**config.mk**
```make
export PLATFORM = sky130hd
export DESIGN_NAME = tcc_front
export DESIGN_NICKNAME = d
export VERILOG_FILES = /design/src/rtl/assert_macros.svh /design/src/rtl/tcc_pkg.sv /design/src/rtl/tcc_front.sv
export SDC_FILE = /design/constraint.sdc
export NUM_CORES = 1
export LEC_CHECK = 0
export BUFFER_PORTS_ARGS = -buffer_cell sky130_fd_sc_hd__buf_4
export CAP_MARGIN = 5
export CORE_MARGIN = 3
export CORE_UTILIZATION = 30
export DETAILED_ROUTE_END_ITERATION = 10
export PLACE_DENSITY_LB_ADDON = 0.3
export REMOVE_ABC_BUFFERS = 1
export SLEW_MARGIN = 20
export SYNTH_ARGS = -nofsm -noshare
export SYNTH_HDL_FRONTEND = slang
export SYNTH_SLANG_ARGS = --single-unit
```
**constraint.sdc**
```tcl
create_clock -name clk -period 30.6 [get_ports clk]
set_clock_uncertainty 0.1 [all_clocks]
set_input_delay 6.12 -clock clk [delete_from_list [all_inputs] [get_ports clk]]
set_output_delay 6.12 -clock clk [all_outputs]
set_load 0.005 [all_outputs]
```
**src/rtl/assert_macros.svh**
```systemverilog
// assertion helpers, clocked on clk and held off while rst_n is low
`ifndef ASSERT_MACROS_SVH
`define ASSERT_MACROS_SVH

// same-cycle implication
`define TCC_ASSERT_IMP(name, lhs, rhs, msg) \
    name: assert property (@(posedge clk) disable iff (!rst_n) (lhs) |-> (rhs)) else $error(msg);

// implication after a fixed number of cycles
`define TCC_ASSERT_DLY(name, lhs, dly, rhs, msg) \
    name: assert property (@(posedge clk) disable iff (!rst_n) (lhs) |-> ##(dly) (rhs)) \
        else $error(msg);

`endif

```
**src/rtl/tcc_pkg.sv**
```systemverilog
`default_nettype none

package tcc_pkg;

    // coordinate width and derived datapath widths
    localparam int CW   = 32;
    localparam int AW   = CW + 1;
    localparam int NW   = 2 * AW + 1;
    localparam int SQW  = 2 * AW + 2;
    localparam int NNW  = 2 * NW + 2;
    localparam int WW   = SQW + AW + 1;
    localparam int NUMW = WW + NW + 1;
    localparam int DENW = NNW + 1;
    localparam int QB   = CW + 2;
    localparam int CMPW = DENW + QB;

    // multiplier digit and pipeline lengths
    localparam int MUL_DIG  = 8;
    localparam int M1_LAT   = (AW + MUL_DIG - 1) / MUL_DIG + 2;
    localparam int M2_LAT   = (NW + MUL_DIG - 1) / MUL_DIG + 2;
    localparam int DIV_LAT  = QB + 3;
    localparam int BACK_LAT = M1_LAT + 1 + 2 * (M2_LAT + 1) + DIV_LAT + 1;
    localparam int LATENCY  = BACK_LAT + 2;

    // queue between front and back, power of two
    localparam int Q_DEPTH = 2;

    typedef logic signed [CW-1:0] coord_t;

    typedef struct packed {
        logic   kind;
        coord_t first_x;
        coord_t first_y;
        coord_t first_z;
        coord_t second_x;
        coord_t second_y;
        coord_t second_z;
        coord_t third_x;
        coord_t third_y;
        coord_t third_z;
    } item_t;

    typedef struct packed {
        coord_t center_x;
        coord_t center_y;
        coord_t center_z;
        logic   degenerate;
        logic   saturated;
    } result_t;

    // base vertex and the edge vectors a and b
    typedef struct packed {
        logic [2:0][CW-1:0] base;
        logic [2:0][AW-1:0] a;
        logic [2:0][AW-1:0] b;
    } work_t;

endpackage

`default_nettype wire

```
**src/rtl/tcc_front.sv**
```systemverilog
`default_nettype none

module tcc_front (
    input  logic            clk,
    input  logic            rst_n,
    input  logic            start,
    input  tcc_pkg::item_t  item,
    input  logic            full,
    output logic            busy,
    output logic            push,
    output tcc_pkg::work_t  word
);
    import tcc_pkg::*;

    logic  valid_reg;
    logic  valid_next;
    logic  accept;
    work_t word_reg;
    work_t word_next;
    logic [2:0][CW-1:0] p0;
    logic [2:0][CW-1:0] p1;
    logic [2:0][CW-1:0] p2;

    // handshake
    always_comb
    begin
        busy       = valid_reg && full;
        push       = valid_reg && !full;
        accept     = start && !busy;
        valid_next = valid_reg;
        priority if (accept)
        begin
            valid_next = 1'b1;
        end
        else if (push)
        begin
            valid_next = 1'b0;
        end
    end

    // planar items drop z, then edge vectors from the first vertex
    always_comb
    begin
        p0 = {item.kind ? item.first_z  : '0, item.first_y,  item.first_x};
        p1 = {item.kind ? item.second_z : '0, item.second_y, item.second_x};
        p2 = {item.kind ? item.third_z  : '0, item.third_y,  item.third_x};
        word_next.base = p0;
        for (int k = 0; k < 3; k++)
        begin
            word_next.a[k] = {p1[k][CW-1], p1[k]} - {p0[k][CW-1], p0[k]};
            word_next.b[k] = {p2[k][CW-1], p2[k]} - {p0[k][CW-1], p0[k]};
        end
    end

    always_ff @(posedge clk or negedge rst_n)
    begin
        if (!rst_n)
        begin
            valid_reg <= 1'b0;
        end
        else
        begin
            valid_reg <= valid_next;
        end
    end

    always_ff @(posedge clk)
    begin
        if (accept)
        begin
            word_reg <= word_next;
        end
    end

    assign word = word_reg;

endmodule

`default_nettype wire

```
=== Yosys cells after proc, flatten, opt, wreduce, memory -nomap -nowiden ===
Cells that the tools add are included.

* Add/sub/neg operators: 6
* Muxes and demuxes: 5
* Reductions and logical operators: 6

{| class="wikitable"
|+ Operators by type and width
! operator !! number
|-
| subtractor 32 x 32 -> 33 bit || 6
|-
| 2-to-1 mux 32 bit || 3
|-
| logical AND 1 bit || 3
|-
| zero test 1 bit || 2
|-
| 2-to-1 mux 1 bit || 2
|-
| nonzero test 2 bit || 1
|}

* Register bits after elaboration: 295
* Bits of input ports: 293

=== Logic depth before layout (Yosys ltp) ===
* Word-level depth: 4
* Mapped depth: 17
* Gate-level depth less buffers: 13

=== Worst setup path after synthesis ===
Ideal clock, no wire load.

* Kind: input to register
* Start point: in full
* End point: reg word_reg (netlist bit word[0]), enable pin
* Setup time: 0.991 ns
* Arrival: 19.270 ns
* Data required time: 29.509 ns
* Setup slack: 10.240 ns
* Stages on the path: 2
* Path through: and2_1 > nor2b_1

* Cells in the longest elaborated chain, start to end: 3

{| class="wikitable"
|+ RTL lines
! element !! RTL line !! RTL
|-
| start: declaration || tcc_front.sv:8 || <nowiki>input logic full,</nowiki>
|-
| logical AND 1 bit || tcc_front.sv:27 || <nowiki>busy = valid_reg && full;</nowiki>
|-
| zero test 1 bit || tcc_front.sv:29 || <nowiki>accept = start && !busy;</nowiki>
|-
| logical AND 1 bit || tcc_front.sv:29 ||
|-
| net accept || tcc_front.sv:17 || <nowiki>logic accept;</nowiki>
|-
| end signal: assignment || tcc_front.sv:71 || <nowiki>word_reg <= word_next;</nowiki>
|-
| end: declaration || tcc_front.sv:18 || <nowiki>work_t word_reg;</nowiki>
|}

The timed path passes the listed nets, and every way through them passes these cells.
A chain may end at the register's enable or synchronous reset.

=== Final worst setup path ===
* Start point: in full
* End point: out busy

* Cells in the longest elaborated chain, start to end: 1

{| class="wikitable"
|+ RTL lines
! element !! RTL line !! RTL
|-
| logical AND 1 bit || tcc_front.sv:27 ||
|-
| end: declaration || tcc_front.sv:9 || <nowiki>output logic busy,</nowiki>
|}

No other way between the ends.

==> out/results.tsv <==
stage	metric	value	unit
cts	TritonCTS clock tree	yes	
die	Die Y-Extent	267.6	µm
run	MaxCap Viol Count	0	
place	port bufs	588	
drt	DR vias	18410	
worst_setup_path	worst setup path category	primary input to output port	
drt	DRT Wirelength	74420	µm
yosys	number of library cell types mapped by synthesis	88	
worst_hold_path	path class of the lowest-slack min-delay path	flop to flop	
drt	Iteration-0 DRC Markers	968	
power	Lkg Pwr	12.14	nW
timing	slew at the pin closest to its max-slew limit	1.031	ns
layout	core utilization of the finished layout	0.4020	
die	Starting Density	0.3040	
yosys	synthesized area divided by synthesized cell count	9.844	µm²
place	routability-driven placement congestion ratio	0.9606	
yosys	cells taking the most area after synthesis	edfxtp_1, ha_1, xnor2_1	
cts	clock transition at the register clock pins on the worst setup and hold paths after CTS	0.05	ns
global_route	global routing usage summed across all routing layers	0.1983	
yosys	dominant combinational cell family by area after synthesis	compound AO/OA/AOI/OAI gates	
cts	total clock sinks	295	
cts	CTS root buffer	clkbuf_16	
yosys	mux cell area share after synthesis	0.003475	
timing	final setup violating endpoints	0	
yosys	top flip-flop cell by instance count after synthesis	edfxtp_1	
yosys	synthesized-area fraction occupied by adder cells	0.1168	
worst_setup_path	Required @ worst endpoint	24.38	ns
yosys	cell type with the largest total area after synthesis	edfxtp_1	
place	half-perimeter wire length after detailed placement	60110	µm
drt	Detail Route Antenna Nets	0	
timing	Slew Viols, Final	0	
yosys	Post-Synth XOR/XNOR Area	0.06657	
drt	iteration count of the initial detailed-routing pass	5	
drt	drt via density	5.168	
yosys	Gate Count Post-Synth	2085	
place	area post-placement	25820	µm²
drt	WL/cell	20.89	µm
timing	achievable frequency	0.07810	GHz
yosys	synthesized-area fraction occupied by ao, oa, aoi and oai cells	0.1964	
status	status	complete, no violations	
yosys	Async SR Flop Fraction	0.003390	
power	PwrDens	50.95	nW/µm²
power	worst supply voltage drop on vdd	0.03746	mV
die	die area	71590	µm²
cts	number of CTS-inserted buffers	41	
drt	number of remaining DRC errors	0	
yosys	number of enable flip-flop cells after synthesis	294	
cts	count of buffers added by post-CTS timing repair for setup	0	
yosys	number of flip-flops and latches in the synthesized netlist	295	
cts	Clock Tree Buf Depth	3	
layout	Layout Nets	3135	
timing	share of the clock period used by the worst path	0.4184	
global_route	global-route wire length before repair	108900	µm
timing	total negative setup slack	0	ns
timing	hold violation count in the final report	0	
die	Site Rows	95	
cts	Clk Latency, worst-skew pair	0.55	ns
cts	number of H-tree branching levels	2	
layout	Final Instance Area	27140	µm²
timing	headroom to the max-slew limit	0.3126	
global_route	number of global-route vias before repair	18400	
yosys	post-synthesis instance area	20520	µm²
place	setup slack after placement	17.80	ns
worst_setup_path	maximum net fanout on the critical path	3	
cts	number of hold buffers added after cts	0	
timing	clock period minus final worst setup slack	12.80	ns
layout	flip-flop count of the largest register after layout	294	
yosys	simple-gate share of the synthesized area	0.1414	
die	chip width	267.6	µm
timing	unrepaired setup endpoints after global routing	false	
yosys	sequential share of the synthesized area	0.4314	
worst_setup_path	critical path launch point type	primary input	
global_route	largest net degree at the start of global routing	96	
worst_setup_path	element type at the critical path end	output port	
yosys	Synth Warn #	0	
worst_setup_path	Arr. time, crit path	6.58	ns
layout	layout cells sized above 1	0.2520	
die	core footprint	67510	µm²
layout	Layout area overhead	32.22	%
global_route	number of antenna violations at the first check in global routing	3	
die	io pins	589	
global_route	Overflow after GRT	0	
cts	Resized Gates After CTS	0	
timing	Worst Slack Setup Final	17.80	ns
yosys	top-area cell type share of the netlist area	0.4301	
-- through the flow --
| stage | std cells | hold slack [ns] | total power, mW |
|---|---|---|---|
| after CTS | 3559 | 0.6074 | 1.401 |
| after detailed placement | 3486 | 0.5868 | 0.9071 |
| after global placement | 3486 | 0.5923 | 0.9032 |
| final | 3562 | 0.6060 | 1.383 |
| after global routing | 3561 | 0.6319 | 1.455 |
| after floorplan | 2018 | 0.5020 | 0.7471 |
-- cells in the mapped netlist, types with 34 or more instances --
cell type    n
nor2b_1     45
inv_1      167
clkbuf_1    53
nand3_1     34
xor2_1      47
a21o_1      96
xnor2_1    109
edfxtp_1   294
nor2_1     142
ha_1       182
nand2_1    156
a21oi_1    178
o21ai_0     88
and2_1      69
-- kinds of logic (layout without fill, tap and decap cells) --
kind of cell | Yosys count | count (layout)
mux | 7 | 7
other cells | 0 | 3
fa+ha+maj | 190 | 190
flops | 295 | 295
simple gates | 590 | 590
compound gates | 613 | 613
xor+xnor | 156 | 156
buf+inv | 234 | 835
-- placed cells by master (no fill, tap or decap), drive strengths merged, types with 34 or more instances in the layout --
master	count
a21o	97
nor2	142
buf	595
xnor2	109
o21ai	114
ha	182
edfxtp	294
inv	169
and2	69
xor2	47
nor2b	45
nand3	34
clkbuf	51
a21oi	178
nand2	157
-- layout make-up --
| cell class | count | area (µm²) |
|---|---|---|
| diodes | 3 | 7.507 |
| clock buffers | 51 | 1074 |
| clock inverters | 22 | 241.5 |
| fillers | 6617 | 40380 |
| inverters | 167 | 626.9 |
| multi-input cells | 1556 | 10780 |
| flip-flops and latches | 295 | 8853 |
| well taps | 873 | 1092 |
| repair buffers | 595 | 4467 |
-- where the power goes --
group / switching (mW) / internal [mW]
sequential: 0.0142 / 0.502
combinational: 0.210 / 0.175
clock: 0.191 / 0.291
total: 0.416 / 0.967
-- critical path, stage by stage --
cell and delay, ns:
buf_4 0.11, and2_1 0.20, buf_4 0.16
-- path summary, 6_finish.rpt --
check | startpoint | endpoint | slack, ns | depth (start not counted)
max | full | busy | 17.80 | 3
min | valid_reg | valid_reg | 0.61 | 2
max reg2reg | valid_reg | word[65] | 27.16 | 5
min reg2reg | valid_reg | valid_reg | 0.61 | 2
max in group asynchronous | rst_n | valid_reg | 25.09 | 1
min in group asynchronous | rst_n | valid_reg | 5.23 | 1
-- metal layers --
metal | wire length (µm) | up-vias | global-route usage
met1 | 29880 | 8798 | 0.2364
met3 | 5916 | 106 | 0.05080
li1 | - | 8798 | -
met2 | 36580 | 703 | 0.3512
met4 | 2032 | 2 | 0.05866
met5 | 13 | - | 0
Note: power is estimated with default switching activity, not from simulation.
