[src/rtl/assert_macros.svh]
// assertion helpers, clocked on clk and held off while rst_n is low
`ifndef ASSERT_MACROS_SVH
`define ASSERT_MACROS_SVH

// same-cycle implication
`define TCC_ASSERT_IMP(name, lhs, rhs, msg) \
    name: assert property (@(posedge clk) disable iff (!rst_n) (lhs) |-> (rhs)) else $error(msg);

// implication after a fixed number of cycles
`define TCC_ASSERT_DLY(name, lhs, dly, rhs, msg) \
    name: assert property (@(posedge clk) disable iff (!rst_n) (lhs) |-> ##(dly) (rhs)) \
        else $error(msg);

`endif

[src/rtl/tcc_pkg.sv]
`default_nettype none

package tcc_pkg;

    // coordinate width and derived datapath widths
    localparam int CW   = 32;
    localparam int AW   = CW + 1;
    localparam int NW   = 2 * AW + 1;
    localparam int SQW  = 2 * AW + 2;
    localparam int NNW  = 2 * NW + 2;
    localparam int WW   = SQW + AW + 1;
    localparam int NUMW = WW + NW + 1;
    localparam int DENW = NNW + 1;
    localparam int QB   = CW + 2;
    localparam int CMPW = DENW + QB;

    // multiplier digit and pipeline lengths
    localparam int MUL_DIG  = 8;
    localparam int M1_LAT   = (AW + MUL_DIG - 1) / MUL_DIG + 2;
    localparam int M2_LAT   = (NW + MUL_DIG - 1) / MUL_DIG + 2;
    localparam int DIV_LAT  = QB + 3;
    localparam int BACK_LAT = M1_LAT + 1 + 2 * (M2_LAT + 1) + DIV_LAT + 1;
    localparam int LATENCY  = BACK_LAT + 2;

    // queue between front and back, power of two
    localparam int Q_DEPTH = 2;

    typedef logic signed [CW-1:0] coord_t;

    typedef struct packed {
        logic   kind;
        coord_t first_x;
        coord_t first_y;
        coord_t first_z;
        coord_t second_x;
        coord_t second_y;
        coord_t second_z;
        coord_t third_x;
        coord_t third_y;
        coord_t third_z;
    } item_t;

    typedef struct packed {
        coord_t center_x;
        coord_t center_y;
        coord_t center_z;
        logic   degenerate;
        logic   saturated;
    } result_t;

    // base vertex and the edge vectors a and b
    typedef struct packed {
        logic [2:0][CW-1:0] base;
        logic [2:0][AW-1:0] a;
        logic [2:0][AW-1:0] b;
    } work_t;

endpackage

`default_nettype wire

[src/rtl/tcc_queue.sv]
`default_nettype none

module tcc_queue (
    input  logic            clk,
    input  logic            rst_n,
    input  logic            push,
    input  tcc_pkg::work_t  wdata,
    output logic            full,
    output logic            rvalid,
    output tcc_pkg::work_t  rdata
);
    import tcc_pkg::*;

    localparam int PTRW = $clog2(Q_DEPTH);
    localparam int CNTW = $clog2(Q_DEPTH + 1);

    work_t           mem [Q_DEPTH];
    logic [PTRW-1:0] wr_ptr_reg;
    logic [PTRW-1:0] rd_ptr_reg;
    logic [CNTW-1:0] count_reg;
    logic [CNTW-1:0] count_next;
    logic            pop;

    // the back end drains a word every cycle one is present
    always_comb
    begin
        rvalid     = count_reg != '0;
        pop        = rvalid;
        full       = count_reg == CNTW'(Q_DEPTH);
        rdata      = mem[rd_ptr_reg];
        count_next = count_reg;
        priority if (push && !pop)
        begin
            count_next = count_reg + 1'b1;
        end
        else if (pop && !push)
        begin
            count_next = count_reg - 1'b1;
        end
    end

    // pointers wrap naturally
    always_ff @(posedge clk or negedge rst_n)
    begin
        if (!rst_n)
        begin
            wr_ptr_reg <= '0;
            rd_ptr_reg <= '0;
            count_reg  <= '0;
        end
        else
        begin
            count_reg <= count_next;
            if (push)
            begin
                wr_ptr_reg <= wr_ptr_reg + 1'b1;
            end
            if (pop)
            begin
                rd_ptr_reg <= rd_ptr_reg + 1'b1;
            end
        end
    end

    always_ff @(posedge clk)
    begin
        if (push)
        begin
            mem[wr_ptr_reg] <= wdata;
        end
    end

endmodule

`default_nettype wire

[config.mk]
export PLATFORM = sky130hd
export DESIGN_NAME = tcc_queue
export DESIGN_NICKNAME = d
export VERILOG_FILES = /design/src/rtl/assert_macros.svh /design/src/rtl/tcc_pkg.sv /design/src/rtl/tcc_queue.sv
export SDC_FILE = /design/constraint.sdc
export NUM_CORES = 1
export LEC_CHECK = 0
export ABC_AREA = 1
export BUFFER_PORTS_ARGS = -buffer_cell sky130_fd_sc_hd__buf_2
export CORE_AREA = 2 2 230 232
export DETAILED_ROUTE_END_ITERATION = 7
export DIE_AREA = 0 0 232 234
export MAX_ROUTING_LAYER = met4
export PLACE_DENSITY = 0.66
export REMOVE_ABC_BUFFERS = 1
export SYNTH_ARGS = -nofsm -noshare
export SYNTH_HDL_FRONTEND = slang
export SYNTH_SLANG_ARGS = --single-unit
[constraint.sdc]
create_clock -name clk -period 28.8 [get_ports clk]
set_clock_uncertainty 0.1 [all_clocks]
set_input_delay 5.76 -clock clk [delete_from_list [all_inputs] [get_ports clk]]
set_output_delay 5.76 -clock clk [all_outputs]
set_load 0.1 [all_outputs]
## Yosys cells after proc, flatten, opt, wreduce, memory -nomap -nowiden

Memory sizes are Yosys's and may differ from the RTL's.
Cells that the tools add are included.

| storage, ports and cells | value |
|---|---|
| register bits after elaboration | 4 |
| latch bits | 0 |
| bits in writable memories | 588 |
| memory bits (read-only) | 0 |
| output and inout bits | 296 |
| logic and storage cells | 19 |
| memories | 1 |

| cells by class | value |
|---|---|
| add/sub/neg operators | 4 |
| multipliers | 0 |
| div/mod/pow operators | 0 |
| magnitude comparators | 0 |
| eq/ne operators | 1 |
| shift operators | 0 |
| mux-type cells | 4 |
| bitwise operators | 0 |
| reductions and logical operators | 6 |

Memory list:

| name | words | width | read ports | clocked after memory_dff | write ports | RTL line | RTL |
|---|---|---|---|---|---|---|---|
| mem | 2 | 294 | 1 | 0 | 1 | tcc_queue.sv:17 | `work_t mem [Q_DEPTH];` |

Operators by type and width:

| cell | number |
|---|---|
| $mux 2 | 2 |
| $reduce_bool 2->1 | 2 |
| $add 1x1->1 const B | 2 |
| $add 2x1->2 const B | 1 |
| $eq 2x2->1 const B | 1 |
| $logic_and 1x1->1 | 2 |
| $logic_not 1->1 | 2 |
| $mux 1 | 2 |
| $sub 2x1->2 const B | 1 |

## Depth between registers and ports, before layout

Gate-level depths: netlist of the first run.

| depth | value |
|---|---|
| word-level depth | 4 |
| gate-level depth with buffers | 7 |

## Least setup slack after synthesis of the first run

OpenSTA, ideal clock, no wires.

| timing path | value |
|---|---|
| path type | input -> register |
| start point | in push |
| end point | mem mem[0][0] (netlist name) (enable) |
| library setup time | 963 ps |
| arrival | 18,079 ps |
| setup slack | 9,658 ps |
| cell stages on the path | 2 |
| cells stage by stage | inv_1 nor2_1 |

| on the way | value |
|---|---|
| longest elaborated chain between the ends | 2 |

RTL lines:

| item | RTL line | RTL |
|---|---|---|
| from (decl) | tcc_queue.sv:6 | `input logic push,` |
| $mux 1 | tcc_queue.sv:67 | `if (push)` |
| $mux 1 (not written as such) | tcc_queue.sv:69 | `mem[wr_ptr_reg] <= wdata;` |
| to (decl) | tcc_queue.sv:17 |  |

Every way passes these cells.

==> results of run 1 <==
==> path summary, 6_finish.rpt <==
kind | start | endpoint | slack (ns)
worst max-delay path | rd_ptr_reg | rdata[131] | 19.06
worst min-delay path | count_reg[1] | count_reg[1] | 0.45
worst min register to register | count_reg[1] | count_reg[1] | 0.45
max in group asynchronous | rst_n | rd_ptr_reg | 23.59
worst max register to register | wr_ptr_reg | mem[1][235] | 25.37
min in group asynchronous | rst_n | wr_ptr_reg | 4.87
==> layout make-up <==
type | count | share of cell area
Sequential cell | 592 | 0.6581
Inverter | 8 | 0.001669
Clock buffer | 74 | 0.05679
Multi-Input combinational cell | 896 | 0.1259
Timing Repair Buffer | 604 | 0.1131
Antenna cell | 20 | 0.001854
Tap cell | 688 | 0.03190
Clock inverter | 29 | 0.01066
==> cells by family after synthesis <==
family	after synthesis	synth area share
simple gates	892	0.1546
buf+inv	73	0.02453
flops	592	0.8191
fa+ha+maj	1	0.0005770
xor+xnor	3	0.001212
==> Yosys cell counts, drive strengths merged <==
library cell	count	area, um2
nand3	1	5.000
dfrtp	4	100.1
nand4	1	6.260
inv	8	32.54
ha	1	12.51
nor2	3	11.26
xnor2	1	8.760
edfxtp	588	17660
xor2	2	17.52
buf	65	499.2
nand2	887	3329
==> layer usage <==
| metal | GRT usage | share of wire | vias up | wire length, um |
|---|---|---|---|---|
| met5 | - | 0 | - | 0 |
| met4 | 0.05649 | 0.022 | 0 | 1083 |
| met3 | 0.06286 | 0.086 | 75 | 4301 |
| met2 | 0.2970 | 0.51 | 443 | 25540 |
| met1 | 0.1994 | 0.38 | 6534 | 19060 |
| li1 | - | - | 6520 | - |
==> critical path, delay by kind of cell (launching register included) <==
family | cells | cell delay, ns
AND/OR/NAND/NOR | 2 | 0.23
flip-flops | 1 | 0.90
buffers and inverters | 3 | 1.96
==> per-stage QoR <==
step                instance area [um2]  std cells    util  hold slack, ns
floorplan                         21180       1496       -          0.3631
global placement                  25120       2788  0.4828          0.3777
detailed placement                25120       2788  0.4828          0.4215
CTS                               26940       2891  0.5178          0.4385
global route                      26980       2908  0.5186          0.4752
finish                            26990       2911  0.5188          0.4477
==> reports/qor.yml, run 1 <==
num_vias: 13572
place_ws_ns: 19.67
seq_area_frac_synth: 0.8191
tritoncts: "done"
fill_cells: 4446
initial_utilization: 0.4167
reg2regPathDepth: 4
regArea_mm2: 0.01776
cp_cell_sequence: "buf_4 > buf_4 > nand2_1 > nand2_1 > buf_2"
drv_cap: 0
layout_common_cells: "nand2_1 (887), buf_2 (592), edfxtp_1 (588)"
cp_slowest_stage_delay_ns: 0.90
crit_fanout: 83
htreeDepth: 2
slew_viol_final: 0
tns_ns: 0
cts_root_buf: "clkbuf_16"
drive_gt1_frac: 0.3105
port_buffers: 592
yosys_warnings: 0
fmax_mhz: 102.7
hold_depth: 2
die-area_mm2: 0.05429
status: "complete, no violations"
worst_path_max_delay_cell: "dfrtp_4"
relSlewSlack: 0.3052
syn_inst: 1561
grt_usage: 0.1775
avgSynthCellArea_um2: 13.89
largest_reg_flops: 588
cts_buffer_depth: 3
grt_pass1_vias: 13071
end_kind: "output pin"
ant_nets: 0
initialDrtViolationCount: 838
cp.required_ns: 22.94
drc: 0
cts_resized: 0
hold_class: "reg -> reg"
final_common_cell: "nand2_1"
grt_max_degree: 115
fin_ws_ns: 19.06
dpl.hpwl_um: 32820
final_nets: 2458
grt_pass1_wl_um: 71750
area_growth_pct: 24.49
rows: 84
fp.coreArea_mm2: 0.05202
syn_area_mm2: 0.02168
period_share: 0.3381
hold_buffers: 0
cts_setup_buffers: 0
max_slew.worst_pin.slew_ns: 1.042
cp-start-kind: "flop"
die_h_um: 234
antenna_found_initial: 17
crit_type: "reg -> out"
post-route-min-period_ns: 9.736
path_clk_slew_ns: 0.05
hold_viol: 0
clock_latency_ns: 0.58
worstPathArrival_ns: 3.88
synth-seq-cells: 592
cts_buffers: 58
top_level_ports: 593
setup_viol: 0
wirelength_um: 49990
wl_per_cell_um: 17.17
numClockSinks: 592
synth.distinct_cells: 14
multi_input_area_mm2: 0.003398
rsz0062_at_grt: "false"
die-width_um: 232
drtPass1Iterations: 7
grt_overflow: 0
gp_congestion: 0.8172
routed_via_density: 4.662
Power of run 1 is left out: the tool's default activity adds up to more than one toggle a clock period on the data nets, which glitch-free logic cannot reach.
==> run 2, diff against run 1 <==
==> constraint.sdc (replaced) <==
create_clock -name clk -period 9.8 [get_ports clk]
set_clock_uncertainty 0.1 [all_clocks]
set_input_delay 1.96 -clock clk [delete_from_list [all_inputs] [get_ports clk]]
set_output_delay 1.96 -clock clk [all_outputs]
set_load 0.1 [all_outputs]
==> reports/qor.yml, run 2 (synthesis results as in run 1) <==
end_kind: "output pin"
numClockSinks: 592  # unchanged
cts_buffers: 58  # unchanged
cp.required_ns: 7.74  # -15.20 ns
hold_viol: 0  # unchanged
cts_setup_buffers: 0  # unchanged
die-area_mm2: 0.05429  # unchanged
ant_nets: 0  # unchanged
num_vias: 13470  # -0.75%
crit_fanout: 89  # +7.2%
period_share: 0.5879
largest_reg_flops: 588  # unchanged
final_nets: 2455  # -0.12%
top_level_ports: 593  # unchanged
setup_viol: 0  # unchanged
rsz0062_at_grt: "false"
cts_root_buf: "clkbuf_16"
tritoncts: "done"
cts_buffer_depth: 3  # unchanged
worstPathArrival_ns: 3.70  # -0.18 ns
wirelength_um: 50150  # +0.32%
relSlewSlack: 0.2845  # -0.02069
crit_type: "reg -> out"
port_buffers: 592  # unchanged
grt_max_degree: 153  # +33%
clock_latency_ns: 0.58  # about the same
routed_via_density: 4.635  # -0.58%
die-width_um: 232  # unchanged
antenna_found_initial: 12  # -5
area_growth_pct: 24.26
grt_pass1_wl_um: 72870  # +1.6%
fin_ws_ns: 4.039  # -15.03 ns
post-route-min-period_ns: 5.761
final_common_cell: "nand2_1"
grt_usage: 0.1806  # +0.003100
grt_pass1_vias: 12993  # -0.60%
dpl.hpwl_um: 32870  # +0.16%
status: "complete, no violations"
initialDrtViolationCount: 884  # +5.5%
max_slew.worst_pin.slew_ns: 1.073  # +0.03104 ns
hold_buffers: 0  # unchanged
grt_overflow: 0  # unchanged
cp-start-kind: "flop"
gp_congestion: 0.8458  # +3.5%
fmax_mhz: 173.6
drive_gt1_frac: 0.3082  # -0.002270
hold_class: "reg -> reg"
cts_resized: 0  # unchanged
drv_cap: 0  # unchanged
rows: 84  # unchanged
initial_utilization: 0.4167  # unchanged
fin_util: 0.5178  # -0.0009380
place_ws_ns: 4.647  # -15.03 ns
drc: 0  # unchanged
path_clk_slew_ns: 0.06  # about the same
drtPass1Iterations: 5  # -2
wl_per_cell_um: 17.26  # +0.49%
die_h_um: 234  # unchanged
slew_viol_final: 0  # unchanged
layout_common_cells: "nand2_1 (887), buf_2 (592), edfxtp_1 (588)"
fp.coreArea_mm2: 0.05202  # unchanged
htreeDepth: 2  # unchanged
## run 2: changes by cell type in the layout (fill, tap and decap cells not counted), sizes merged
| cell | delta |
|---|---|
| buf | -3 |
| clkinvlp | +2 |
| bufinv | -3 |
| diode | -5 |
| clkinv | +2 |
| inv | +1 |
| clkbuf | +1 |
## run 2: critical path, cell delays in order, from the launching register on
cell and delay, ns:
dfrtp_4 0.81, buf_4 0.66, buf_4 0.84, nand2_1 0.14
nand2_1 0.15, buf_2 0.43
## run 2: area by class of cell
class | count | area [um2]
timing repair buffer | 601 | 3068
fill | 4449 | 25090
sequential | 592 | 17760
antenna | 15 | 37.54
clock inverter | 31 | 232.7
multi-input combinational | 896 | 3398
tap | 688 | 860.8
clock buffer | 75 | 1536
inverter | 8 | 45.04
## run 2: through the flow
stage	hold WS [ns]	cells	setup TNS (ns)	cell area, um2
after global placement	0.3799	2785	0	25130
final	0.4369	2906	0	26940
after CTS	0.4480	2891	0	26900
after detailed placement	0.4095	2785	0	25130
after global routing	0.4494	2903	0	26930
after floorplan	0.3631	1496	-1834.15	21180
## run 2: per-layer routing
layer / wire (um) / up-vias / part of all wire / track usage
met5: 0 / - / 0 / -
met4: 1348 / 0 / 0.027 / 0.05829
met3: 4105 / 80 / 0.082 / 0.05642
met2: 25480 / 453 / 0.51 / 0.2964
met1: 19210 / 6430 / 0.38 / 0.2129
li1: - / 6507 / - / -
## run 2: worst paths after layout
path / from / end / slack, ns / cells after the start
worst max-delay path: rd_ptr_reg / rdata[138] / 4.04 / 5
worst min-delay path: count_reg[1] / count_reg[1] / 0.44 / 2
worst max register to register: wr_ptr_reg / mem[0][48] / 6.98 / 3
worst min register to register: count_reg[1] / count_reg[1] / 0.44 / 2
max in group asynchronous: rst_n / rd_ptr_reg / 8.40 / 1
min in group asynchronous: rst_n / rd_ptr_reg / 1.07 / 1
Power of run 2 is left out for the same reason.
